`config.mk`:
```
export PLATFORM = sky130hd
export DESIGN_NAME = byte_pair_token_statistics
export DESIGN_NICKNAME = d
export VERILOG_FILES = /design/src/design/bpts_pkg.sv /design/src/design/byte_pair_token_statistics.sv
export SDC_FILE = /design/constraint.sdc
export NUM_CORES = 2
export LEC_CHECK = 0
export BUFFER_PORTS_ARGS = -buffer_cell sky130_fd_sc_hd__buf_2
export CORE_ASPECT_RATIO = 1.4
export CORE_UTILIZATION = 35
export CTS_BUF_LIST = sky130_fd_sc_hd__clkbuf_8 sky130_fd_sc_hd__clkbuf_16
export DETAILED_ROUTE_END_ITERATION = 10
export GPL_TIMING_DRIVEN = 0
export SLEW_MARGIN = 5
export SYNTH_ARGS = -nofsm -noshare
export SYNTH_HDL_FRONTEND = slang
export SYNTH_SLANG_ARGS = --single-unit
```
`constraint.sdc`:
```
create_clock -name clk_i -period 8.65 [get_ports clk_i]
set_input_delay 0 -clock clk_i [delete_from_list [all_inputs] [get_ports clk_i]]
set_output_delay 0 -clock clk_i [all_outputs]
set_load 0.1 [all_outputs]
```
`src/design/bpts_pkg.sv`:
```
// Shared types and constants for the byte pair token statistics block.
`default_nettype none
package bpts_pkg;

  localparam int unsigned BYTE_W  = 8;
  localparam int unsigned TOK_W   = 3;
  localparam int unsigned PAIRS_W = 13;
  localparam int unsigned HIST_W  = 16;
  localparam int unsigned EN_W    = 17;
  localparam int unsigned ESQ_W   = 18;
  localparam int unsigned HASH_W  = 64;
  localparam int unsigned BG_W    = 15;
  localparam int unsigned IDX_W   = 6;
  localparam int unsigned STEP_W  = 3;
  localparam int unsigned BINS    = 5;
  localparam int unsigned BG_N    = 25;
  localparam int unsigned BG_AW   = 5;
  localparam int unsigned LANES   = 8;

  localparam logic [HASH_W-1:0] HASH_BASIS = 64'hcbf29ce484222325;
  localparam logic [TOK_W-1:0]  TOK_MID    = 3'd2;

  localparam logic [IDX_W-1:0] IDX_PAIRS  = 6'd5;
  localparam logic [IDX_W-1:0] IDX_ENERGY = 6'd6;
  localparam logic [IDX_W-1:0] IDX_ENSQ   = 6'd7;
  localparam logic [IDX_W-1:0] IDX_HASH   = 6'd8;
  localparam logic [IDX_W-1:0] IDX_BIGRAM = 6'd9;
  localparam logic [IDX_W-1:0] IDX_LAST   = 6'd33;

  localparam logic [STEP_W-1:0] STEP_LAST = 3'd7;

  typedef enum logic [1:0] {
    ST_IDLE,
    ST_PAIR,
    ST_EMIT
  } state_e;

endpackage : bpts_pkg
`default_nettype wire

```
`src/design/byte_pair_token_statistics.sv`:
```
// Top level: token extraction, statistics accumulation and result run.
// Each counted byte pair is processed one token per cycle through the hash
// multiply-by-prime step; no new byte is accepted until the pair is done.
// A byte that forms no counted pair is taken without entering the pair steps.
// The last byte starts a run of 34 results, one per cycle when not stalled.
// Reset (async, active low) clears all statistics; they clear again after a run.
`default_nettype none
module byte_pair_token_statistics #(
  parameter int unsigned MAX_PAIRS = 4096
) (
  input  wire logic                         clk_i,
  input  wire logic                         rst_ni,
  input  wire logic                         in_valid_i,
  output logic                              in_stall_o,
  input  wire logic [bpts_pkg::BYTE_W-1:0]  byte_value_i,
  input  wire logic                         last_byte_i,
  output logic                              out_valid_o,
  input  wire logic                         out_stall_i,
  output logic [bpts_pkg::IDX_W-1:0]        stat_index_o,
  output logic [bpts_pkg::HASH_W-1:0]       stat_value_o,
  output logic                              last_stat_o
);
  import bpts_pkg::*;

  localparam logic [PAIRS_W-1:0] PairsMax = PAIRS_W'(MAX_PAIRS);

  state_e              state_q, state_d;
  logic [BYTE_W-1:0]   prev_byte_q;
  logic                have_prev_q;
  logic                last_pend_q;
  logic [PAIRS_W-1:0]  pairs_q;
  logic [BYTE_W-1:0]   a_q, b_q;
  logic [STEP_W-1:0]   step_q;
  logic [TOK_W-1:0]    prev_tok_q [LANES];
  logic [HIST_W-1:0]   hist_q [BINS];
  logic [EN_W-1:0]     energy_q;
  logic [ESQ_W-1:0]    ensq_q;
  logic [HASH_W-1:0]   hash_q;
  logic [BG_W-1:0]     bg_q [BG_N];
  logic [IDX_W-1:0]    emit_idx_q;

  logic                accept;
  logic                count_pair;
  logic                load;
  logic                clear;
  logic [TOK_W-1:0]    tok;
  logic [1:0]          en;
  logic [TOK_W-1:0]    ensq;
  logic [HASH_W-1:0]   hx;
  logic [HASH_W-1:0]   hash_d;
  logic [BG_AW-1:0]    bg_tok_idx;
  logic [BG_AW-1:0]    bg_addr;
  logic [2:0]          hist_addr;
  logic [BG_W-1:0]     bg_rd;
  logic [HIST_W-1:0]   hist_rd;
  logic [HASH_W-1:0]   stat_val;

  assign in_stall_o = (state_q != ST_IDLE);
  assign accept     = in_valid_i && !in_stall_o;
  assign count_pair = have_prev_q && (pairs_q < PairsMax);
  assign load       = (state_q == ST_EMIT) && (!out_valid_o || !out_stall_i);
  assign clear      = load && (emit_idx_q == IDX_LAST);

  always_comb begin
    if (step_q[2]) begin
      tok = {2'b00, a_q[7]} - {2'b00, a_q[6]} - {2'b00, b_q[7]} + {2'b00, b_q[6]} + TOK_MID;
    end else begin
      tok = {2'b00, a_q[7]} + {2'b00, a_q[6]} - {2'b00, b_q[7]} - {2'b00, b_q[6]} + TOK_MID;
    end
    en   = (tok >= TOK_MID) ? 2'(tok - TOK_MID) : 2'(TOK_MID - tok);
    ensq = (en == 2'd2) ? 3'd4 : {1'b0, en};
    hx   = hash_q ^ {{(HASH_W-TOK_W){1'b0}}, tok};
    hash_d = hx + (hx << 1) + (hx << 4) + (hx << 5) + (hx << 7) + (hx << 8) + (hx << 40);
    bg_tok_idx = {prev_tok_q[0], 2'b00} + {2'b00, prev_tok_q[0]} + {2'b00, tok};
  end

  always_comb begin
    if (state_q == ST_EMIT) begin
      bg_addr   = BG_AW'(emit_idx_q - IDX_BIGRAM);
      hist_addr = emit_idx_q[2:0];
    end else begin
      bg_addr   = bg_tok_idx;
      hist_addr = tok;
    end
    bg_rd   = (bg_addr < BG_AW'(BG_N)) ? bg_q[bg_addr] : '0;
    hist_rd = (hist_addr < 3'(BINS)) ? hist_q[hist_addr] : '0;
  end

  always_comb begin
    if (emit_idx_q < IDX_PAIRS) begin
      stat_val = HASH_W'(hist_rd);
    end else if (emit_idx_q == IDX_PAIRS) begin
      stat_val = HASH_W'(pairs_q);
    end else if (emit_idx_q == IDX_ENERGY) begin
      stat_val = HASH_W'(energy_q);
    end else if (emit_idx_q == IDX_ENSQ) begin
      stat_val = HASH_W'(ensq_q);
    end else if (emit_idx_q == IDX_HASH) begin
      stat_val = (pairs_q != '0) ? hash_q : '0;
    end else begin
      stat_val = HASH_W'(bg_rd);
    end
  end

  always_comb begin
    state_d = state_q;
    unique case (state_q)
      ST_IDLE: begin
        if (accept && count_pair) begin
          state_d = ST_PAIR;
        end else if (accept && last_byte_i) begin
          state_d = ST_EMIT;
        end
      end
      ST_PAIR: begin
        if (step_q == STEP_LAST) begin
          state_d = last_pend_q ? ST_EMIT : ST_IDLE;
        end
      end
      ST_EMIT: begin
        if (clear) begin
          state_d = ST_IDLE;
        end
      end
      default: state_d = ST_IDLE;
    endcase
  end

  always_ff @(posedge clk_i or negedge rst_ni) begin
    if (!rst_ni) begin
      state_q <= ST_IDLE;
    end else begin
      state_q <= state_d;
    end
  end

  always_ff @(posedge clk_i or negedge rst_ni) begin
    if (!rst_ni) begin
      prev_byte_q <= '0;
      have_prev_q <= 1'b0;
      last_pend_q <= 1'b0;
      pairs_q     <= '0;
      step_q      <= '0;
      energy_q    <= '0;
      ensq_q      <= '0;
      hash_q      <= HASH_BASIS;
      emit_idx_q  <= '0;
      for (int i = 0; i < LANES; i++) prev_tok_q[i] <= TOK_MID;
      for (int i = 0; i < BINS; i++) hist_q[i] <= '0;
      for (int i = 0; i < BG_N; i++) bg_q[i] <= '0;
    end else if (clear) begin
      prev_byte_q <= '0;
      have_prev_q <= 1'b0;
      last_pend_q <= 1'b0;
      pairs_q     <= '0;
      energy_q    <= '0;
      ensq_q      <= '0;
      hash_q      <= HASH_BASIS;
      emit_idx_q  <= '0;
      for (int i = 0; i < LANES; i++) prev_tok_q[i] <= TOK_MID;
      for (int i = 0; i < BINS; i++) hist_q[i] <= '0;
      for (int i = 0; i < BG_N; i++) bg_q[i] <= '0;
    end else begin
      if (accept) begin
        prev_byte_q <= byte_value_i;
        have_prev_q <= 1'b1;
        last_pend_q <= last_byte_i;
        step_q      <= '0;
        emit_idx_q  <= '0;
      end
      if (state_q == ST_PAIR) begin
        step_q   <= step_q + 3'd1;
        hist_q[hist_addr] <= hist_rd + 16'd1;
        energy_q <= energy_q + EN_W'(en);
        ensq_q   <= ensq_q + ESQ_W'(ensq);
        hash_q   <= hash_d;
        if (pairs_q != '0) begin
          bg_q[bg_addr] <= bg_rd + 15'd1;
        end
        for (int i = 0; i < LANES - 1; i++) prev_tok_q[i] <= prev_tok_q[i+1];
        prev_tok_q[LANES-1] <= tok;
        if (step_q == STEP_LAST) begin
          pairs_q <= pairs_q + 13'd1;
        end
      end
      if (load) begin
        emit_idx_q <= emit_idx_q + 6'd1;
      end
    end
  end

  always_ff @(posedge clk_i) begin
    if (accept) begin
      a_q <= prev_byte_q;
      b_q <= byte_value_i;
    end else if (state_q == ST_PAIR) begin
      a_q <= {a_q[5:0], a_q[7:6]};
      b_q <= {b_q[5:0], b_q[7:6]};
    end
  end

  always_ff @(posedge clk_i or negedge rst_ni) begin
    if (!rst_ni) begin
      out_valid_o <= 1'b0;
    end else if (load) begin
      out_valid_o <= 1'b1;
    end else if (!out_stall_i) begin
      out_valid_o <= 1'b0;
    end
  end

  always_ff @(posedge clk_i) begin
    if (load) begin
      stat_index_o <= emit_idx_q;
      stat_value_o <= stat_val;
      last_stat_o  <= (emit_idx_q == IDX_LAST);
    end
  end

  a_last_index: assert property (@(posedge clk_i) disable iff (!rst_ni)
    out_valid_o && last_stat_o |-> stat_index_o == IDX_LAST)
    else $error("last statistic flagged at wrong index");

  a_pair_count: assert property (@(posedge clk_i) disable iff (!rst_ni)
    state_q == ST_PAIR && step_q == STEP_LAST |=> pairs_q == $past(pairs_q) + 13'd1)
    else $error("pair count did not advance at end of pair");

  a_pair_limit: assert property (@(posedge clk_i) disable iff (!rst_ni)
    pairs_q <= PairsMax)
    else $error("pair count beyond limit");

  a_clear_after_run: assert property (@(posedge clk_i) disable iff (!rst_ni)
    clear |=> pairs_q == '0 && hash_q == HASH_BASIS && state_q == ST_IDLE)
    else $error("state not cleared after run");

  a_no_pair_in_emit: assert property (@(posedge clk_i) disable iff (!rst_ni)
    state_q == ST_EMIT |-> in_stall_o && !accept)
    else $error("byte taken during result run");

endmodule : byte_pair_token_statistics
`default_nettype wire
```
# Word-level counts from Yosys, hierarchy flattened

Index checks and enable logic that the tools add are counted.

Flip-flop bits (word level): 700
Latch bits: 0
RAM bits: 0
Bits in read-only memories: 0
Input port bits: 13
Output and inout bits: 73
Word-level logic and storage cells: 203
Memories: 0

Add/sub/neg operators: 26
Multipliers: 0
Divide/modulo/power cells: 0
$lt $le $gt $ge: 9
Eq/ne operators: 13
Shift-type cells: 0
Multiplexer cells: 64
Bitwise gates (word level): 6
Reduce and logical (&&, ||, !) cells: 28

Operators with widths:

| kind                                           | count |
|---|---|
| two-way mux 375 bit                            | 3 |
| adder 64 bit                                   | 6 |
| bitwise mux 375 bit                            | 1 |
| two-way mux 80 bit                             | 2 |
| two-way mux 64 bit                             | 2 |
| two-way mux 16 bit                             | 6 |
| two-way mux 18 bit                             | 5 |
| bitwise mux 80 bit                             | 1 |
| binary-select mux 15 bit (select 5 bit)        | 1 |
| demux 15 bit (select 5 bit)                    | 1 |
| bitwise XOR 64 x 3 -> 64 bit                   | 1 |
| two-way mux 15 bit                             | 4 |
| two-way mux 17 bit                             | 3 |
| binary-select mux 16 bit (select 3 bit)        | 1 |
| demux 16 bit (select 3 bit)                    | 1 |
| two-way mux 24 bit                             | 2 |
| two-way mux 8 bit                              | 6 |
| two-way mux 13 bit                             | 3 |
| adder 18 x 3 -> 18 bit                         | 1 |
| == test 6 x 3 -> 1 bit (second input constant) | 3 |
| two-way mux 6 bit                              | 3 |
| adder 17 x 2 -> 17 bit                         | 1 |
| adder 16 x 1 -> 16 bit (second input constant) | 1 |
| adder 15 x 1 -> 15 bit (second input constant) | 1 |
| 51 further kinds                               | 87 |

# Longest topological paths before layout

Depth after elaboration: 17
Depth in mapped cells: 26
Gate-level depth less buffers: 26

# Worst setup path before layout

OpenSTA, ideal clock, no wires.

Path kind: flip-flop to flip-flop
From: register a_q[6]
To: register hash_q[51]
Library setup time: 0.070 ns
Arrival: 6.361 ns
Data required time: 8.580 ns
Slack: 2.219 ns
Cell stages (with the launch flop): 26
Buffers on the path: 0
Clock period less this slack: 6.431 ns
Path through: edfxtp_1 -> fa_1 -> inv_1 -> ha_1 -> mux2i_1 -> xor2_1 -> inv_1 -> fa_1 -> inv_1 -> fa_1 -> inv_1 -> ha_1 -> ha_1 -> ha_1 -> inv_1 -> fa_1 -> nor2b_1 -> o21ai_0 -> a21oi_1 -> o21ai_0 -> a211oi_1 -> o21ai_0 -> a32oi_1 -> a21oi_1 -> or4_1 -> nand3_1

Word-level cells in the longest chain between the ends: 14
Elaborated cells on any way between the ends: 18
Classes of those cells: 14 x add/sub; 3 x mux; 1 x bitwise

RTL lines:

| item                                                                          | RTL line                                                           | source |
|---|---|---|
| start, declared                                                               | byte_pair_token_statistics.sv:32                                   | `logic [BYTE_W-1:0] a_q, b_q;` |
| start signal, assigned                                                        | byte_pair_token_statistics.sv:194                                  | `a_q <= prev_byte_q;` |
| start signal, assigned                                                        | byte_pair_token_statistics.sv:197                                  | `a_q <= {a_q[5:0], a_q[7:6]};` |
| adder 1 x 1 -> 2 bit / subtractor 1 x 1 -> 2 bit (equally long branches)      | byte_pair_token_statistics.sv:68, byte_pair_token_statistics.sv:66 |  |
| subtractor 2 x 1 -> 3 bit / subtractor 2 x 2 -> 3 bit (equally long branches) | byte_pair_token_statistics.sv:68, byte_pair_token_statistics.sv:66 |  |
| subtractor 3 x 1 -> 3 bit / adder 3 x 1 -> 3 bit (equally long branches)      | byte_pair_token_statistics.sv:68, byte_pair_token_statistics.sv:66 |  |
| adder 3 x 2 -> 3 bit (on tied branches)                                       | byte_pair_token_statistics.sv:68, byte_pair_token_statistics.sv:66 |  |
| two-way mux 3 bit (*)                                                         | byte_pair_token_statistics.sv:65                                   | `if (step_q[2]) begin` |
| bitwise XOR 64 x 3 -> 64 bit (*)                                              | byte_pair_token_statistics.sv:72                                   | `hx = hash_q ^ {{(HASH_W-TOK_W){1'b0}}, tok};` |
| adder 64 bit (5 in a row)                                                     | byte_pair_token_statistics.sv:73                                   | `hash_d = hx + (hx << 1) + (hx << 4) + (hx << 5) + (hx << 7) + (hx << 8) + (hx << 40);` |
| adder 64 bit (*)                                                              | byte_pair_token_statistics.sv:73                                   |  |
| two-way mux 64 bit (*)                                                        | byte_pair_token_statistics.sv:171                                  | `if (state_q == ST_PAIR) begin` |
| two-way mux 64 bit (*)                                                        | byte_pair_token_statistics.sv:151                                  | `end else if (clear) begin` |
| end signal, assigned                                                          | byte_pair_token_statistics.sv:176                                  | `hash_q <= hash_d;` |
| end, declared                                                                 | byte_pair_token_statistics.sv:38                                   | `logic [HASH_W-1:0] hash_q;` |

Every way passes the cells marked *; elsewhere a longest branch is shown, timed or not. The select of a mux whose other input is x is not followed.
A chain may end at the register's enable or synchronous reset.

# Worst setup path in the final report

From: register a_q[6]
To: register bg_q[312] in the netlist's numbering

Word-level cells in the longest chain between the ends: 17
Elaborated cells on any way between the ends: 27
Classes of those cells: 10 x add/sub; 3 x order compare; 12 x mux; 1 x bitwise; 1 x reduce/logical

RTL lines:

| item                                                                          | RTL line                                                            | source |
|---|---|---|
| adder 1 x 1 -> 2 bit / subtractor 1 x 1 -> 2 bit (equally long branches)      | byte_pair_token_statistics.sv:68, byte_pair_token_statistics.sv:66  |  |
| subtractor 2 x 1 -> 3 bit / subtractor 2 x 2 -> 3 bit (equally long branches) | byte_pair_token_statistics.sv:68, byte_pair_token_statistics.sv:66  |  |
| subtractor 3 x 1 -> 3 bit / adder 3 x 1 -> 3 bit (equally long branches)      | byte_pair_token_statistics.sv:68, byte_pair_token_statistics.sv:66  |  |
| adder 3 x 2 -> 3 bit (on tied branches)                                       | byte_pair_token_statistics.sv:68, byte_pair_token_statistics.sv:66  |  |
| two-way mux 3 bit (*)                                                         | byte_pair_token_statistics.sv:65                                    |  |
| adder 5 x 3 -> 5 bit (*)                                                      | byte_pair_token_statistics.sv:74                                    | `bg_tok_idx = {prev_tok_q[0], 2'b00} + {2'b00, prev_tok_q[0]} + {2'b00, tok};` |
| two-way mux 5 bit (*)                                                         | byte_pair_token_statistics.sv:78                                    | `if (state_q == ST_EMIT) begin` |
| NOT 5 -> 6 bit (not written as such)                                          | byte_pair_token_statistics.sv:85, byte_pair_token_statistics.sv:178 |  |
| binary-select mux 15 bit (select 5 bit)                                       | byte_pair_token_statistics.sv:85                                    | `bg_rd = (bg_addr < BG_AW'(BG_N)) ? bg_q[bg_addr] : '0;` |
| two-way mux 15 bit (not written as such) (2 in a row)                         | byte_pair_token_statistics.sv:85                                    |  |
| two-way mux 15 bit                                                            | byte_pair_token_statistics.sv:85                                    |  |
| adder 15 x 1 -> 15 bit                                                        | byte_pair_token_statistics.sv:178                                   | `bg_q[bg_addr] <= bg_rd + 15'd1;` |
| bitwise mux 375 bit (*)                                                       | byte_pair_token_statistics.sv:178                                   |  |
| two-way mux 375 bit (*)                                                       | byte_pair_token_statistics.sv:177                                   | `if (pairs_q != '0) begin` |
| two-way mux 375 bit (*)                                                       | byte_pair_token_statistics.sv:171                                   |  |
| two-way mux 375 bit (*)                                                       | byte_pair_token_statistics.sv:151                                   |  |
| end signal, assigned by index                                                 | byte_pair_token_statistics.sv:178                                   |  |
| end, declared                                                                 | byte_pair_token_statistics.sv:39                                    | `logic [BG_W-1:0] bg_q [BG_N];` |

Marks and branches as above.

==> flow_summary.json <==
{
  "ctsHtreeMaxLevel": 3,
  "clk_latency_ns": 0.71,
  "ios": 86,
  "multi_input_area_sq_mm": 0.0215,
  "n_fill_cell": 11900,
  "syn-cell-area_sq_mm": 0.0420,
  "r2r-start": "a_q[6]",
  "grt_pass1_wl_mm": 231,
  "ys_seq_elements": 700,
  "start_kind": "flop",
  "worstPathArrival_ns": 9.13,
  "syn_to_final_growth_pct": 13.6,
  "initial_core_util_pct": 35.2,
  "path_max_fanout": 10,
  "drt-pass1-iter-count": 6,
  "grt_util_all_layers_pct": 25.5,
  "grt_overflow": 0,
  "synth_most_common_cell": "dfrtp_1",
  "p_leak_nw": 20.7,
  "fin_nets": 4927,
  "ys_warn_count": 0,
  "layout-drive-gt1-share_pct": 8.87,
  "routed_wl_mm": 154,
  "fp-row-count": 150,
  "status": "completed",
  "cp.required_ns": 9.19,
  "finalHoldViolCount": 0,
  "r2r_slack_ns": 0.06,
  "clk_pin_slew_ns": 0.06,
  "numCtsBuffers": 76,
  "maxSlewViolCount": 0,
  "dieArea_sq_mm": 0.121,
  "reg2reg_to": "bg_q[312]",
  "synthTopCellsByArea": "dfrtp_1, fa_1, edfxtp_1",
  "switchingPower_mw": 6.75,
  "vias": 36000,
  "core_area_sq_mm": 0.119,
  "synth_top_area_share_pct": 34.4,
  "tightestPinTransition_ns": 1.26,
  "ant_nets": 0,
  "netSwitchingFraction_pct": 49.2,
  "min_period_ns": 8.59,
  "drv_cap": 0,
  "cp-endpoint": "bg_q[312]",
  "yosys.cell_types.count": 97,
  "drt_iter0_markers": 3854,
  "gp_congestion": 0.946,
  "clockBufferDepth": 3,
  "fin_cells": 6187,
  "fmax_mhz": 116,
  "path_class": "flop to flop",
  "regArea_sq_mm": 0.0180,
  "p_comb_share_pct": 47.7,
  "place_hpwl_mm": 110,
  "syn-num-nets": 4734,
  "grt_pass1_vias": 36300,
  "vias_per_cell": 5.81,
  "rr_worst_depth": 25,
  "final_core_util_pct": 40.0,
  "end_kind": "flop",
  "cts_tree": "built",
  "dpl.cell_count": 6021,
  "syn_area_per_cell_sq_um": 9.69,
  "drc": 0,
  "startpoint": "a_q[6]",
  "die_h_um": 412,
  "synth_common_cells": "dfrtp_1, nand3_1, o21ai_0, inv_1, nand2_1",
  "min_path_cells": 5,
  "grt_max_degree": 108,
  "yosysTopAreaCell": "dfrtp_1",
  "finalPower_mw": 13.7,
  "p_int_mw": 6.97,
  "post-route-period-util_pct": 99.3,
  "io_buffers": 85,
  "rsz0062_at_grt": "false",
  "antenna_found_initial": 3,
  "p_seq_share_pct": 25.9,
  "synth_edf_count": 87,
  "final-setup-viol-count": 0,
  "postSynth.asyncResetShare_pct": 87.6,
  "chipWidth_um": 295,
  "postSynthCellCount": 4331,
  "clock_skew_ns": 0.0514,
  "synth.yosys.seq_area_share_pct": 42.9,
  "clkPwrFrac_pct": 26.5,
  "cts.sinks": 700,
  "hold_path.class": "input pin to flop",
  "vdd_drop_max_uv": 355,
  "routedWlPerCell_um": 24.9,
  "clockRootBuffer": "clkbuf_16",
  "synth-main-ff-cell": "dfrtp_1",
  "p_per_area_mw_per_mm2": 288,
  "slew_headroom_pct": 15.5
}
-- per-stage QoR --
| step | setup slack [ns] | instance area (sq um) | setup TNS [ns] | hold slack (ns) |
|---|---|---|---|---|
| floorplan | 2.22 | 42000 | 0 | -0.296 |
| global placement | -6.00 | 44400 | -4091.17 | 0.221 |
| detailed placement | -0.895 | 44700 | -91.24 | 0.106 |
| CTS | 0.0226 | 47600 | 0 | 0.0876 |
| global route | 0.0908 | 47700 | 0 | 0.151 |
| finish | 0.0625 | 47700 | 0 | 0.121 |
-- worst max-delay path, stage by stage (launching register included) --
cell and delay [ns]:
edfxtp_1 0.49, fa_1 0.57, inv_1 0.04, ha_1 0.17
ha_1 0.33, mux2i_4 0.41, inv_1 0.29, ha_1 0.35
ha_1 0.17, inv_1 0.07, fa_1 0.60, nand2_1 0.06
nand2_1 0.48, buf_2 0.53, buf_2 0.48, nor3_2 0.16
nor3_1 0.64, a2111oi_2 0.12, clkbuf_2 0.30, clkbuf_2 0.34
ha_1 0.35, nand4_2 0.17, nor4_2 0.06, xnor2_1 0.67
clkbuf_4 0.46, o21ai_1 0.12
-- repair_timing --
item,CTS,global route
pin swaps,0,1
buffers inserted,0,4
hold endpoints to repair,320,0
gates resized for setup,12,12
hold buffers,17,0
endpoints found under the setup margin,193,136
-- routing by layer --
layer,wire [um],share of wire (%),GRT usage [%],vias up
met4,11500,7.5,17.2,4
li1,-,-,-,15600
met1,56100,36,29.8,18100
met5,22,0.014,0,-
met2,75200,49,43.0,1764
met3,11000,7.1,3.93,535
-- how the worst min path moves through the flow --
stage	from	end	slack (ns)
floorplan	rst_ni	bg_q[0]	-0.30
detailed placement	rst_ni	hist_q[24]	0.11
CTS	in_valid_i	prev_byte_q[3]	0.09
global placement	out_stall_i	out_valid_o	0.22
global route	in_valid_i	prev_byte_q[3]	0.15
finish	in_valid_i	prev_byte_q[3]	0.12
-- state kept, by name, indices dropped and copies added (netlist names) --
| register | count |
|---|---|
| hash_q | 64 |
| b_q | 8 |
| last_stat_o | 1 |
| step_q | 3 |
| stat_value_o | 64 |
| prev_tok_q | 24 |
| energy_q | 17 |
| bg_q | 375 |
| pairs_q | 13 |
| stat_index_o | 6 |
| prev_byte_q | 8 |
| have_prev_q | 1 |
| out_valid_o | 1 |
| hist_q | 80 |
| emit_idx_q | 6 |
| last_pend_q | 1 |
| state_q | 2 |
| ensq_q | 18 |
| a_q | 8 |
-- cell usage in the layout, fill, tap and decap left out, types with 17 or more instances in the layout --
cell type and instances:
buf_4 20, o22ai_1 207, dfstp_2 36, o221ai_1 19, xnor2_1 64, o21ai_0 452, nor2_1 186, a21oi_1 166
clkbuf_16 77, edfxtp_1 87, inv_1 339, ha_1 135, or3_1 18, a21o_1 35, buf_2 127, nand2_1 268
nand4_1 26, and3_1 77, fa_1 255, dlygate4sd3_1 17, nand3_1 516, clkbuf_1 232, xor2_1 63, o21ai_1 117
nor3_1 120, dfrtp_1 577
-- cell families after synthesis --
logic type | Yosys count | share of synthesized area, %
AND/OR/NAND/NOR | 1296 | 15.1
AO/OA/AOI/OAI | 1152 | 16.4
flip-flops | 700 | 42.9
buffers and inverters | 645 | 6.14
adder cells (fa/ha/maj) | 390 | 16.2
XOR/XNOR | 134 | 2.81
multiplexers | 14 | 0.474
-- final cells by class --
type,count,share of cell area (%)
Antenna cell,3,0.0157
Tap cell,1596,4.19
Buffer,318,2.86
Timing Repair Buffer,115,1.83
Clock buffer,87,4.33
Clock inverter,55,1.40
Inverter,327,2.57
Sequential cell,700,37.7
Multi-Input combinational cell,2986,45.1
-- power by group through the flow --
stage | Combinational (mW) | Sequential [mW] | Clock (mW)
after floorplan | 2.89 | 4.18 | 0
after global placement | 6.14 | 3.63 | 0
after detailed placement | 6.17 | 3.61 | 0
after CTS | 6.24 | 3.55 | 3.66
after global routing | 6.61 | 3.56 | 3.77
final | 6.54 | 3.55 | 3.63
Power figures use the tool's default switching activity.
